`src/rtl/kfb_pkg.sv`:
```
// kfb_pkg: shared constants, state codes and the base64 alphabet for the
// keyframe metadata bcd/base64 packer
// no dependencies
package kfb_pkg;

	localparam int TS_W             = 33;
	localparam int LEN_W            = 31;
	localparam int DIGITS_PER_FIELD = 10;
	localparam int BCD_W            = 4 * DIGITS_PER_FIELD;
	localparam int FIELDS           = 3;
	localparam int RECORD_BITS      = FIELDS * BCD_W;
	localparam int SEXTET_W         = 6;
	localparam int RECORD_CHARS     = RECORD_BITS / SEXTET_W;
	localparam int CHAR_CNT_W       = $clog2(RECORD_CHARS + 1);
	localparam int SHIFT_CNT_W      = $clog2(TS_W);
	localparam int FIELD_IDX_W      = $clog2(FIELDS);

	// tdata layout of the input item
	localparam int IN_TS_LSB  = 0;
	localparam int IN_TS_MSB  = 62;
	localparam int IN_OFF_LSB = 63;
	localparam int IN_OFF_MSB = 93;
	localparam int IN_LEN_LSB = 94;
	localparam int IN_LEN_MSB = 124;
	localparam int IN_DATA_W  = 128;

	typedef enum logic [2:0] {
		ST_IDLE = 3'b001,
		ST_CONV = 3'b010,
		ST_EMIT = 3'b100
	} kfb_state_t;

	typedef enum logic [FIELD_IDX_W-1:0] {
		FLD_TS  = 2'd0,
		FLD_OFF = 2'd1,
		FLD_LEN = 2'd2
	} kfb_field_t;

	// standard alphabet: A-Z a-z 0-9 + /
	function automatic logic [7:0] b64_char(input logic [SEXTET_W-1:0] s);
		logic [7:0] s8;
		logic [7:0] c;
		s8 = {2'b00, s};
		if (s8 < 8'd26) begin
			c = s8 + 8'd65;
		end else if (s8 < 8'd52) begin
			c = s8 + 8'd71;
		end else if (s8 < 8'd62) begin
			c = s8 - 8'd4;
		end else if (s8 == 8'd62) begin
			c = 8'd43;
		end else begin
			c = 8'd47;
		end
		return c;
	endfunction

endpackage

```
`src/rtl/kfb_dabble.sv`:
```
// kfb_dabble: bit-serial binary to packed bcd converter (shift and add-3)
// one input bit per cycle; uses kfb_pkg
module kfb_dabble (
	input  logic                              clk,
	input  logic                              arst_n,
	input  logic                              start,
	input  logic [kfb_pkg::TS_W-1:0]          value,
	output logic                              done,
	output logic [kfb_pkg::BCD_W-1:0]         bcd
);

	logic                                busy_q;
	logic                                done_q;
	logic [kfb_pkg::SHIFT_CNT_W-1:0]     cnt_q;
	logic [kfb_pkg::TS_W-1:0]            bin_q;
	logic [kfb_pkg::BCD_W-1:0]           bcd_q;
	logic [kfb_pkg::BCD_W-1:0]           adj;

	// add 3 to every digit of 5 or more before the shift
	always_comb begin
		for (int i = 0; i < kfb_pkg::DIGITS_PER_FIELD; i++) begin
			adj[4*i +: 4] = (bcd_q[4*i +: 4] >= 4'd5) ? bcd_q[4*i +: 4] + 4'd3
				: bcd_q[4*i +: 4];
		end
	end

	always_ff @(posedge clk or negedge arst_n) begin
		if (!arst_n) begin
			busy_q <= 1'b0;
			done_q <= 1'b0;
			cnt_q  <= '0;
		end else begin
			done_q <= 1'b0;
			if (start) begin
				busy_q <= 1'b1;
				cnt_q  <= '0;
			end else if (busy_q) begin
				cnt_q <= cnt_q + 1'b1;
				if (cnt_q == kfb_pkg::SHIFT_CNT_W'(kfb_pkg::TS_W - 1)) begin
					busy_q <= 1'b0;
					done_q <= 1'b1;
				end
			end
		end
	end

	always_ff @(posedge clk) begin
		if (start) begin
			bin_q <= value;
			bcd_q <= '0;
		end else if (busy_q) begin
			bin_q <= {bin_q[kfb_pkg::TS_W-2:0], 1'b0};
			bcd_q <= {adj[kfb_pkg::BCD_W-2:0], bin_q[kfb_pkg::TS_W-1]};
		end
	end

	assign done = done_q;
	assign bcd  = bcd_q;

endmodule

```
`src/rtl/keyframe_meta_bcd_base64_packer_unit.sv`:
```
// Keyframe metadata packer: one record in (timestamp, offset, length), twenty
// base64 characters of its 15 packed bcd bytes out, one character per transfer.
// Flow: the block takes one record at a time and holds s_tready low until the
// twentieth character has been taken. The three values go in turn through one
// shared bit-serial bcd converter, each starting as the previous one finishes;
// the twenty characters then leave from a 120-bit shift register at one per
// cycle while m_tready is high. The timestamp is reduced to its low 33 bits.
// m_tlast marks the twentieth character of a record, m_tuser marks the
// twentieth character of a record that came in with s_tlast set.
// uses kfb_pkg and kfb_dabble
module keyframe_meta_bcd_base64_packer_unit (
	input  logic                              clk,
	input  logic                              arst_n,
	input  logic                              s_tvalid,
	output logic                              s_tready,
	// [62:0] timestamp_90khz, [93:63] byte_offset, [124:94] byte_length, zero pad
	input  logic [kfb_pkg::IN_DATA_W-1:0]     s_tdata,
	input  logic                              s_tlast,    // final_record
	output logic                              m_tvalid,
	input  logic                              m_tready,
	// [7:0] base64_char
	output logic [7:0]                        m_tdata,
	output logic                              m_tlast,    // record_done
	output logic                              m_tuser     // [0] list_done
);

	kfb_pkg::kfb_state_t                 state_q;
	kfb_pkg::kfb_field_t                 field_q;
	logic [kfb_pkg::LEN_W-1:0]           off_q;
	logic [kfb_pkg::LEN_W-1:0]           len_q;
	logic                                final_q;
	logic [kfb_pkg::RECORD_BITS-1:0]     record_q;
	logic [kfb_pkg::CHAR_CNT_W-1:0]      char_cnt_q;
	logic                                m_valid_q;
	logic [7:0]                          m_data_q;
	logic                                m_last_q;
	logic                                m_user_q;

	logic                                in_xfer;
	logic                                conv_start;
	logic [kfb_pkg::TS_W-1:0]            conv_value;
	logic                                conv_done;
	logic [kfb_pkg::BCD_W-1:0]           conv_bcd;
	logic                                load_char;
	logic                                last_char;

	assign s_tready = (state_q == kfb_pkg::ST_IDLE);
	assign in_xfer  = s_tvalid && s_tready;

	// next field starts in the cycle the previous one finishes
	assign conv_start = in_xfer ||
		(state_q == kfb_pkg::ST_CONV && conv_done && field_q != kfb_pkg::FLD_LEN);

	always_comb begin
		if (state_q == kfb_pkg::ST_IDLE) begin
			conv_value = s_tdata[kfb_pkg::TS_W-1:0];
		end else if (field_q == kfb_pkg::FLD_TS) begin
			conv_value = {{(kfb_pkg::TS_W - kfb_pkg::LEN_W){1'b0}}, off_q};
		end else begin
			conv_value = {{(kfb_pkg::TS_W - kfb_pkg::LEN_W){1'b0}}, len_q};
		end
	end

	kfb_dabble u_dabble (
		.clk    (clk),
		.arst_n (arst_n),
		.start  (conv_start),
		.value  (conv_value),
		.done   (conv_done),
		.bcd    (conv_bcd)
	);

	assign load_char = (state_q == kfb_pkg::ST_EMIT) && (!m_valid_q || m_tready) &&
		(char_cnt_q != kfb_pkg::CHAR_CNT_W'(kfb_pkg::RECORD_CHARS));
	assign last_char = (char_cnt_q == kfb_pkg::CHAR_CNT_W'(kfb_pkg::RECORD_CHARS - 1));

	always_ff @(posedge clk or negedge arst_n) begin
		if (!arst_n) begin
			state_q    <= kfb_pkg::ST_IDLE;
			field_q    <= kfb_pkg::FLD_TS;
			char_cnt_q <= '0;
			m_valid_q  <= 1'b0;
		end else begin
			case (state_q)
				kfb_pkg::ST_IDLE: begin
					if (in_xfer) begin
						state_q <= kfb_pkg::ST_CONV;
						field_q <= kfb_pkg::FLD_TS;
					end
				end
				kfb_pkg::ST_CONV: begin
					if (conv_done) begin
						case (field_q)
							kfb_pkg::FLD_TS:  field_q <= kfb_pkg::FLD_OFF;
							kfb_pkg::FLD_OFF: field_q <= kfb_pkg::FLD_LEN;
							default: begin
								state_q    <= kfb_pkg::ST_EMIT;
								char_cnt_q <= '0;
							end
						endcase
					end
				end
				kfb_pkg::ST_EMIT: begin
					if (load_char) begin
						m_valid_q  <= 1'b1;
						char_cnt_q <= char_cnt_q + 1'b1;
					end else if (m_tready) begin
						m_valid_q <= 1'b0;
						if (m_valid_q && m_last_q) begin
							state_q <= kfb_pkg::ST_IDLE;
						end
					end
				end
				default: begin
					state_q <= kfb_pkg::ST_IDLE;
				end
			endcase
		end
	end

	always_ff @(posedge clk) begin
		if (in_xfer) begin
			off_q   <= s_tdata[kfb_pkg::IN_OFF_MSB:kfb_pkg::IN_OFF_LSB];
			len_q   <= s_tdata[kfb_pkg::IN_LEN_MSB:kfb_pkg::IN_LEN_LSB];
			final_q <= s_tlast;
		end
		// timestamp digits enter first and end up in the top bits
		if (state_q == kfb_pkg::ST_CONV && conv_done) begin
			record_q <= {record_q[kfb_pkg::RECORD_BITS-kfb_pkg::BCD_W-1:0], conv_bcd};
		end else if (load_char) begin
			record_q <= {record_q[kfb_pkg::RECORD_BITS-kfb_pkg::SEXTET_W-1:0],
				{kfb_pkg::SEXTET_W{1'b0}}};
		end
		if (load_char) begin
			m_data_q <= kfb_pkg::b64_char(
				record_q[kfb_pkg::RECORD_BITS-1 -: kfb_pkg::SEXTET_W]);
			m_last_q <= last_char;
			m_user_q <= last_char && final_q;
		end
	end

	assign m_tvalid = m_valid_q;
	assign m_tdata  = m_data_q;
	assign m_tlast  = m_last_q;
	assign m_tuser  = m_user_q;

`ifndef SYNTH
	// no new record while a character of the previous one is pending
	a_ready_only_when_drained: assert property (@(posedge clk) disable iff (!arst_n)
		s_tready |-> !m_tvalid)
		else $error("input ready while output still valid");

	// the block frees itself right after the last character of a record
	a_ready_after_last: assert property (@(posedge clk) disable iff (!arst_n)
		m_tvalid && m_tready && m_tlast |=> s_tready)
		else $error("not ready after last character transfer");

	a_list_done_on_last: assert property (@(posedge clk) disable iff (!arst_n)
		m_tvalid && m_tuser |-> m_tlast)
		else $error("list_done without record_done");

	a_busy_after_accept: assert property (@(posedge clk) disable iff (!arst_n)
		s_tvalid && s_tready |=> !s_tready)
		else $error("ready right after record transfer");
`endif

endmodule
```
`config.mk`:
```
export PLATFORM = sky130hd
export DESIGN_NAME = keyframe_meta_bcd_base64_packer_unit
export DESIGN_NICKNAME = d
export VERILOG_FILES = /design/src/rtl/kfb_pkg.sv /design/src/rtl/kfb_dabble.sv /design/src/rtl/keyframe_meta_bcd_base64_packer_unit.sv
export SDC_FILE = /design/constraint.sdc
export NUM_CORES = 1
export LEC_CHECK = 0
export ABC_AREA = 1
export BUFFER_PORTS_ARGS = -buffer_cell sky130_fd_sc_hd__buf_2
export CAP_MARGIN = 40
export CORE_MARGIN = 8
export CORE_UTILIZATION = 55
export CTS_CLUSTER_SIZE = 24
export DETAILED_ROUTE_END_ITERATION = 6
export PLACE_DENSITY_LB_ADDON = 0.05
export SLEW_MARGIN = 20
export SYNTH_ARGS = -nofsm -noshare
export SYNTH_HDL_FRONTEND = slang
export SYNTH_SLANG_ARGS = --single-unit
```
`constraint.sdc`:
```
create_clock -name clk -period 5.4 [get_ports clk]
set_clock_uncertainty 0.1 [all_clocks]
set_input_delay 1.08 -clock clk [delete_from_list [all_inputs] [get_ports clk]]
set_output_delay 1.08 -clock clk [all_outputs]
set_load 0.1 [all_outputs]
```
=== After elaboration in Yosys (flattened, before gate mapping) ===
Cells that the tools add are included.

* Flip-flop bits (word level): 285
* Bits in latches: 0
* Bits in writable memories: 0
* Bits in read-only memories: 0
* Bits of input ports: 133
* Output and inout bits: 12
* Memories: 0

* $add $sub $neg: 15
* $mul: 0
* Div/mod/pow operators: 0
* Magnitude comparators: 13
* Equality and inequality tests: 17
* Shifts and indexed selects: 0
* Mux-type cells: 45
* Bitwise operators: 0
* Reductions and logical operators: 21

{| class="wikitable"
|+ Operator list
! kind !! count
|-
| 120-bit 2-to-1 mux || 2
|-
| 33-bit 2-to-1 mux || 3
|-
| 4-bit by 3-bit greater-or-equal comparator with 1-bit output (second input constant) || 10
|-
| 4-bit by 2-bit adder with 4-bit output (second input constant) || 9
|-
| 4-bit 2-to-1 mux || 9
|-
| 31-bit 2-to-1 mux || 1
|-
| 3-bit 2-to-1 mux || 8
|-
| 8-bit 2-to-1 mux || 3
|-
| 6-bit by 7-bit adder with 8-bit output (second input constant) || 2
|-
| 5-bit 2-to-1 mux || 3
|-
| 6-bit == test (second input constant) || 2
|-
| 6-bit < comparator (second input constant) || 2
|-
| 6-bit 2-to-1 mux || 2
|-
| 2-bit != test (second input constant) || 5
|-
| 5-bit case mux with 2 select lines || 1
|-
| 2-bit nonzero test || 5
|-
| 3-bit case mux with 3 select lines || 1
|-
| 1-bit 2-to-1 mux || 8
|-
| 2-bit case mux with 2 select lines || 2
|-
| 4-bit AND reduction || 2
|-
| 1-bit logical AND || 7
|-
| 6-bit by 3-bit subtractor with 7-bit output (second input constant) || 1
|-
| 6-bit by 1-bit adder with 6-bit output (second input constant) || 1
|-
| 6-bit by 5-bit < comparator with 1-bit output (second input constant) || 1
|-
| 17 further kinds || 21
|}

=== Logic depth before layout (Yosys ltp) ===
Gate-level depths: netlist of the first run.

* Word-level depth: 6
* Mapped depth: 10

=== Modules after synthesis ===
Synthesis of the first run repeated with hierarchy kept, for this count alone.

* Cell total of the unflattened synthesis: 1400
* Area total of the unflattened synthesis: 13092.6 um^2

{| class="wikitable"
|+ Modules (own cells, without submodules)
! module !! times used !! cells each !! area an instance (um^2)
|-
| keyframe_meta_bcd_base64_packer_unit || 1 || 883 || 8919.8
|-
| kfb_dabble || 1 || 517 || 4172.8
|}

=== Worst setup path after synthesis of the first run ===
Ideal clock, no wire load.

* Path kind: in2reg
* Start point: in m_tready
* End point: reg record_q[0] (netlist name) (enable)
* Library setup time: 1.067 ns
* Arrival time: 3.332 ns
* Data required time: 4.233 ns
* Setup slack: 0.901 ns
* Stages on the path: 4
* Path through: nor2_1 > nor2_1 > nand2_1 > nand2_1

* Word-level cells in the longest chain between the ends: 4

{| class="wikitable"
|+ RTL lines
! item !! RTL line !! RTL
|-
| from (decl) || keyframe_meta_bcd_base64_packer_unit.sv:20 || <nowiki>input logic m_tready,</nowiki>
|-
| 1-bit logical OR || keyframe_meta_bcd_base64_packer_unit.sv:73 || <nowiki>assign load_char = (state_q == kfb_pkg::ST_EMIT) && (!m_valid_q || m_tready) &&</nowiki>
|-
| 1-bit logical AND (2 in series) || keyframe_meta_bcd_base64_packer_unit.sv:73 ||
|-
| 2-bit nonzero test (no line) || n/a ||
|-
| to (signal assigned) || keyframe_meta_bcd_base64_packer_unit.sv:129 || <nowiki>record_q <= {record_q[kfb_pkg::RECORD_BITS-kfb_pkg::BCD_W-1:0], conv_bcd};</nowiki>
|-
| to (signal assigned) || keyframe_meta_bcd_base64_packer_unit.sv:131 || <nowiki>record_q <= {record_q[kfb_pkg::RECORD_BITS-kfb_pkg::SEXTET_W-1:0],</nowiki>
|-
| to (decl) || keyframe_meta_bcd_base64_packer_unit.sv:32 || <nowiki>logic [kfb_pkg::RECORD_BITS-1:0] record_q;</nowiki>
|}

Every way passes these cells.
A chain may end at the register's enable or synchronous reset.

=== Final worst setup path of the first run ===
* Start point: reg state_q[2]
* End point: out s_tready

* Word-level cells in the longest chain between the ends: 1

{| class="wikitable"
|+ RTL lines
! item !! RTL line !! RTL
|-
| from (decl) || keyframe_meta_bcd_base64_packer_unit.sv:27 || <nowiki>kfb_pkg::kfb_state_t state_q;</nowiki>
|-
| from (signal assigned) || keyframe_meta_bcd_base64_packer_unit.sv:79 || <nowiki>state_q <= kfb_pkg::ST_IDLE;</nowiki>
|-
| from (signal assigned) || keyframe_meta_bcd_base64_packer_unit.sv:87 || <nowiki>state_q <= kfb_pkg::ST_CONV;</nowiki>
|-
| from (signal assigned) || keyframe_meta_bcd_base64_packer_unit.sv:97 || <nowiki>state_q <= kfb_pkg::ST_EMIT;</nowiki>
|-
| 3-bit by 1-bit == test with 1-bit output || keyframe_meta_bcd_base64_packer_unit.sv:47 || <nowiki>assign s_tready = (state_q == kfb_pkg::ST_IDLE);</nowiki>
|-
| to (decl) || keyframe_meta_bcd_base64_packer_unit.sv:15 || <nowiki>output logic s_tready,</nowiki>
|}

Every way passes these cells.

==> summary.txt, run 1 <==
Clock network
  • Hold buffer count at cts: 0
  • Clk buf depth: 3
  • Root Buffer: clkbuf_16
  • H-tree depth: 1
  • Worst-skew pair later-pin latency: approximately 0.55 ns
  • CTS tree: yes
  • Clk slew on worst S/H paths: ~0.060 ns
  • # clock sinks: about 290
  • Number of buffers created by CTS: 30
  • CTS resizes: 0
  • Number of post-CTS setup repair buffers: 0

Drt
  • Post-Route WL: 26100 um
  • Top layer reached by signal wires: met4
  • Met2 WL: 12500 um
  • Vias: ~9600
  • Post-route DRC: 0
  • M1 WL: approximately 12000 um
  • Routed Antenna Nets: 0
  • Initial DRC Count: approximately 770
  • Routed wl met3: roughly 1400 um
  • DR WL/cell: roughly 14 um
  • Post-DR vias/cell: between 4 and 5
  • First-pass detailed-route iteration total: 5

Power
  • LEAKAGE: ~6.7 nW
  • Pwr dens: roughly 290 nW/um^2
  • Peak supply drop: about 0.25 mV
  • Pwr Total: between 4 and 5 mW

STA
  • Final setup viols: 0
  • Fin crit period: between 3 and 4 ns
  • Post-route setup slack: between 1.5 and 2 ns
  • RSZ-0062 raised after global routing: false
  • Slew HR: 0.561
  • Setup TNS: 0 ns
  • Tightest Pin Transition: approximately 0.66 ns
  • Period Utilization, post-route: 0.642
  • Slew Limit Fails: 0
  • Final Hold Fails: 0
  • Fmax: 288 MHz
  • Hold WS: between 0.3 and 0.4 ns

Cells and area
  • Antenna Cells: 0
  • Final core occ: 0.630
  • FILL cells: approximately 2100
  • Nets@finish: 1746
  • Layout cell share with drive strength beyond 1: 0.116
  • Post-route cell area: between 15000 and 20000 um^2
  • Post-route insts no fill: between 1500 and 2000
  • Area occupied by registers: a little over 8000 um^2
  • Area delta synth->final: 13.5%
  • Footprint of the multi-input gates: ~4500 um^2

Logic synthesis
  • FF+latch count, synth: approximately 290
  • Post-synth EDFFs: 226
  • Main synth FF type: edfxtp_1
  • Synth Cell Area: approximately 13000 um^2
  • Register area share after synthesis: 0.604
  • Post-Syn Nets: 1649
  • Distinct cells, synth: 33
  • Async SR Flop Fraction: 0.0667
  • Syn avg cell area: about 9 um^2
  • Synthesis Warnings: 0
  • Synthesized instance count: 1487

Setup path
  • Worst path cell trace: nor2_2, nand2_2, clkinv_1, buf_4, buf_2
  • WS Path Type: reg2out
  • CP Max Fanout: between 60 and 70
  • R2R cell count: 7
  • Crit path DAT: around 2.3 ns
  • CP delay by family, top: buffers and inverters
  • R2R Path Start: state_q[0]$_DFFE_PN1P_
  • Flop2flop setup slack: 2.86 ns
  • WP depth: 5
  • Worst EP required: between 4 and 5 ns
  • R2r endpoint: record_q[21]$_DFFE_PP_
  • Crit path to: s_tready
  • WP buf/inv: 3
  • CP startpoint: state_q[2]$_DFFE_PN0P_
  • CP max-delay cell: buf_2
  • Crit path largest cell delay: 0.52 ns
  • Critical Path Start Type: flop
  • Crit. End Element: output port

Global routing
  • Global-route wire length before repair: roughly 44000 um
  • GR Overflow Total: 0
  • Vias in the first global route: slightly above 9000
  • GRT Overall Usage: 0.181
  • Largest net degree at the start of global routing: 70
  • Initial antenna violation count: 0

Die
  • Ports: about 150
  • Die width: between 150 and 200 um
  • Core area: roughly 24000 um^2
  • DIE HEIGHT: 172 um
  • Cell row count: 57
  • Starting Density: 0.555
  • Die area: between 20000 and 30000 um^2

Placed design
  • Post-detail-place hpwl: 17400 um
  • Placed cell area: between 10000 and 15000 um^2
  • Placement Setup Slack: between 2 and 2.5 ns
  • GPL Wtd Cong: roughly 0.8
  • Post-Place Cells: roughly 1900
  • PortBufs: 111

Flow run
  • Max cap viols: 0

Min path
  • Min-delay worst type: in2async

Status
  • Outcome: finished clean
## cell type report
type,count,share of cell area
flip-flops and latches,285,0.533
clock inverters,13,0.00570
repair buffers,127,0.0484
inverters,122,0.0304
multi-input cells,1018,0.299
well taps,324,0.0268
clock buffers,43,0.0569
## sequential cells by signal (all words and copies together), names as in the netlist
| name | count |
|---|---|
| char_cnt_q | 5 |
| field_q | 2 |
| final_q | 1 |
| len_q | 31 |
| m_tdata | 8 |
| m_tlast | 1 |
| m_tuser | 1 |
| m_tvalid | 1 |
| off_q | 31 |
| record_q | 120 |
| state_q | 3 |
| u_dabble.bcd | 40 |
| u_dabble.bin_q | 33 |
| u_dabble.busy_q | 1 |
| u_dabble.cnt_q | 6 |
| u_dabble.done | 1 |
## metal layers
| metal | GRT usage | vias up |
|---|---|---|
| met4 | 0.0420 | 0 |
| met1 | 0.238 | 4327 |
| li1 | - | 5032 |
| met3 | 0.0301 | 37 |
| met5 | 0 | - |
| met2 | 0.309 | 221 |
## kinds of logic (layout without fill, tap and decap cells)
family	count (synthesis)	in the layout	share of synthesized area
flip-flops	285	285	0.604
multiplexers	1	1	0.000750
buffers and inverters	184	305	0.0581
adder cells (fa/ha/maj)	29	29	0.0272
AND/OR/NAND/NOR	816	816	0.243
XOR/XNOR	4	4	0.00263
AO/OA/AOI/OAI	168	168	0.0642
## how the worst min path moves through the flow
stage	endpoint	cells past startpoint	from
floorplan	u_dabble.bcd[11]$_SDFFE_PN0P_	2	u_dabble.bcd[11]$_SDFFE_PN0P_
global placement	u_dabble.bcd[31]$_SDFFE_PN0P_	2	u_dabble.bcd[31]$_SDFFE_PN0P_
detailed placement	u_dabble.bcd[31]$_SDFFE_PN0P_	2	u_dabble.bcd[31]$_SDFFE_PN0P_
CTS	u_dabble.cnt_q[1]$_DFFE_PN0P_	1	arst_n
global route	u_dabble.cnt_q[0]$_DFFE_PN0P_	1	arst_n
finish	state_q[2]$_DFFE_PN0P_	1	arst_n
## cell usage after synthesis, types with 12 or more instances
cell	number	share of area
clkbuf_1	23	0.0065
inv_1	116	0.033
edfxtp_1	226	0.51
nand4_1	12	0.0056
dfxtp_1	40	0.060
a21oi_1	31	0.012
nand2_1	637	0.18
ha_1	29	0.027
buf_2	32	0.012
nand3_1	56	0.021
dfrtp_1	18	0.034
o21ai_0	129	0.048
nor2_1	92	0.026
## where the power goes
| part | total [mW] | internal (mW) | switching, mW | leakage [nW] |
|---|---|---|---|---|
| Sequential | 2.35 | 2.35 | 0.000257 | 2.67 |
| Combinational | 0.0415 | 0.0252 | 0.0163 | 3.55 |
| Clock | 1.97 | 1.15 | 0.818 | 0.466 |
## cell usage in the layout, fill, tap and decap left out, drive strengths merged
| master | count |
|---|---|
| nor3b | 1 |
| a21oi | 32 |
| inv | 120 |
| dfrtp | 18 |
| xnor2 | 2 |
| edfxtp | 226 |
| nand2 | 641 |
| nor3 | 8 |
| bufinv | 1 |
| nor2 | 97 |
| clkbuf | 43 |
| clkinvlp | 1 |
| buf | 127 |
| a211oi | 1 |
| clkinv | 13 |
| ha | 29 |
| o211ai | 3 |
| nand3b | 1 |
| a31oi | 2 |
| xor2 | 2 |
| nand3 | 56 |
| nand4 | 12 |
| dfxtp | 40 |
| mux2i | 1 |
| dfstp | 1 |
| o21ai | 130 |
(Power assumes the default switching activity.)
==> run 2: changes to the inputs <==
==> constraint.sdc (replaced) <==
create_clock -name clk -period 3.3 [get_ports clk]
set_clock_uncertainty 0.1 [all_clocks]
set_input_delay 0.66 -clock clk [delete_from_list [all_inputs] [get_ports clk]]
set_output_delay 0.66 -clock clk [all_outputs]
set_load 0.1 [all_outputs]
==> run 2 against run 1 <==
Against the previous run: first-iteration DRC count increased by 2.7%; utilization about the same; sequential power rose by 63%; flip-flop and latch count is the same; sequential share of layout area about the same; critical path depth down 1; critical endpoint unchanged; routed wire length down 1.2%; die area did not move; count of clock-buffer cells in the layout decreased by 9; cell count increased by 0.10%; highest routed layer unchanged; worst hold slack lost 0.19 ns.
==> summary.txt, run 2 (synthesis gave the netlist of run 1 again) <==
Cells and area
  • Area occupied by registers: about 8100 um^2
  • Largest Register: record_q
  • Flip-flop count of the largest register after layout: 120
  • Commonest non-fill, non-tap cells in the layout: nand2_1 (636), edfxtp_1 (226), o21ai_0 (129)
  • FILL cells: 2077
  • Nets@finish: 1748
  • Commonest non-fill, non-tap cell in the layout: nand2_1
  • Layout cell share with drive strength beyond 1: 0.117
  • Antenna Cells: 0
  • Area delta synth->final: 13.4%
  • Footprint of the multi-input gates: approximately 4500 um^2

Drt
  • Post-DR vias/cell: 4.97
  • Routed Antenna Nets: 0
  • Post-route DRC: 0
  • First-pass detailed-route iteration total: 6
  • Post-Route WL: between 20000 and 30000 um
  • Initial DRC Count: about 800
  • DR WL/cell: 13.4 um
  • Vias: 9605

STA
  • Setup TNS: 0 ns
  • Period Utilization, post-route: 0.792
  • Slew Limit Fails: 0
  • Tightest Pin Transition: 0.800 ns
  • Final setup viols: 0
  • Final Hold Fails: 0
  • Fin crit period: about 2.6 ns
  • Hold WS: between 0.15 and 0.2 ns
  • Slew HR: 0.466
  • RSZ-0062 raised after global routing: false
  • Fmax: 383 MHz

Setup path
  • WS Path Type: reg2out
  • Crit path DAT: about 1.9 ns
  • R2R Path Start: state_q[1]$_DFFE_PN0P_
  • CP Max Fanout: 7
  • R2R cell count: 6
  • Worst EP required: 2.54 ns
  • Crit. End Element: output port
  • Flop2flop setup slack: 0.97 ns
  • R2r endpoint: record_q[113]$_DFFE_PP_
  • Critical Path Start Type: flop

Global routing
  • GR Overflow Total: 0
  • Global-route wire length before repair: 43400 um
  • GRT Overall Usage: 0.180
  • Vias in the first global route: around 9200
  • Largest net degree at the start of global routing: about 160
  • Initial antenna violation count: 0

Power
  • Pwr dens: 465 nW/um^2
  • LEAKAGE: approximately 6.7 nW
  • Peak supply drop: about 0.38 mV

Die
  • Ports: between 100 and 150
  • Die area: around 29000 um^2
  • Starting Density: 0.555
  • Cell row count: 57
  • DIE HEIGHT: 172 um
  • Die width: roughly 170 um
  • Core area: between 20000 and 25000 um^2

Min path
  • Min-delay worst type: in2reg
  • Min-delay src: s_tdata[98]
  • Hold path cells: 1
  • Sink of the worst hold path: len_q[4]$_DFFE_PP_

Placed design
  • Post-detail-place hpwl: about 17000 um
  • PortBufs: roughly 110
  • GPL Wtd Cong: around 0.8

Flow run
  • Max cap viols: 0

Clock network
  • # clock sinks: around 290
  • Worst-skew pair later-pin latency: around 0.54 ns
  • Number of buffers created by CTS: 31
  • Root Buffer: clkbuf_16
  • Clk buf depth: 3
  • CTS tree: yes
  • H-tree depth: 1
  • Number of post-CTS setup repair buffers: 0
  • Clk slew on worst S/H paths: 0.06 ns

Status
  • Outcome: finished clean
-- run 2: changes by cell type in the layout (fill, tap and decap cells not counted), sizes merged --
cell         delta
dlygate4sd3     +1
clkbuf          -9
clkinv         +10
-- run 2: power breakdown --
group | leakage, nW | switching, mW | total [mW] | internal (mW)
combinational | 3.55 | 0.0267 | 0.0688 | 0.0420
clock | 0.465 | 1.33 | 3.13 | 1.80
sequential | 2.67 | 0.000357 | 3.84 | 3.84
-- run 2: routing by layer --
metal	part of all wire	global-route usage	wire length, um	up-vias
met4	0.022	0.0446	561	0
met2	0.47	0.303	12200	199
li1	-	-	-	5041
met1	0.46	0.241	11900	4320
met3	0.046	0.0266	1180	45
met5	0	0	0	-
-- run 2: layout make-up --
type,instances,share of cell area
Multi-Input combinational cell,1018,0.299
Tap cell,324,0.0268
Inverter,122,0.0304
Clock buffer,34,0.0527
Sequential cell,285,0.533
Clock inverter,23,0.00860
Timing Repair Buffer,128,0.0491
-- run 2: worst max-delay path, stage by stage (launching register included) --
cell and delay (ns):
dfrtp_1 0.44, nor2_2 0.18, nand2_2 0.15, clkinv_1 0.10, buf_2 0.43
-- run 2: repair_timing --
item / CTS / global route
gates resized for setup: 0 / 0
hold buffers: 1 / 0
setup endpoints to repair: 0 / 0
hold endpoints to repair: 18 / 0
-- run 2: stage by stage --
stage               std cells  instance area (um^2)   util  power (mW)  setup slack (ns)
floorplan                1487                 13300      -        3.92            0.0431
global placement         1875                 14200  0.589        3.98             0.895
detailed placement       1875                 14200  0.589        3.98             0.888
CTS                      1933                 15100  0.628        7.12             0.675
global route             1934                 15100  0.630        7.25             0.630
finish                   1934                 15100  0.630        7.04             0.688
-- run 2: worst max path at each step --
| stage | endpoint | startpoint | depth (start not counted) |
|---|---|---|---|
| after floorplan | record_q[0]$_SDFFCE_PN0P_ | m_tvalid$_DFFE_PN0P_ | 5 |
| after global placement | record_q[113]$_DFFE_PP_ | m_tready | 6 |
| after detailed placement | record_q[113]$_DFFE_PP_ | m_tready | 6 |
| after CTS | s_tready | state_q[2]$_DFFE_PN0P_ | 4 |
| after global routing | s_tready | state_q[2]$_DFFE_PN0P_ | 4 |
| final | s_tready | state_q[2]$_DFFE_PN0P_ | 4 |
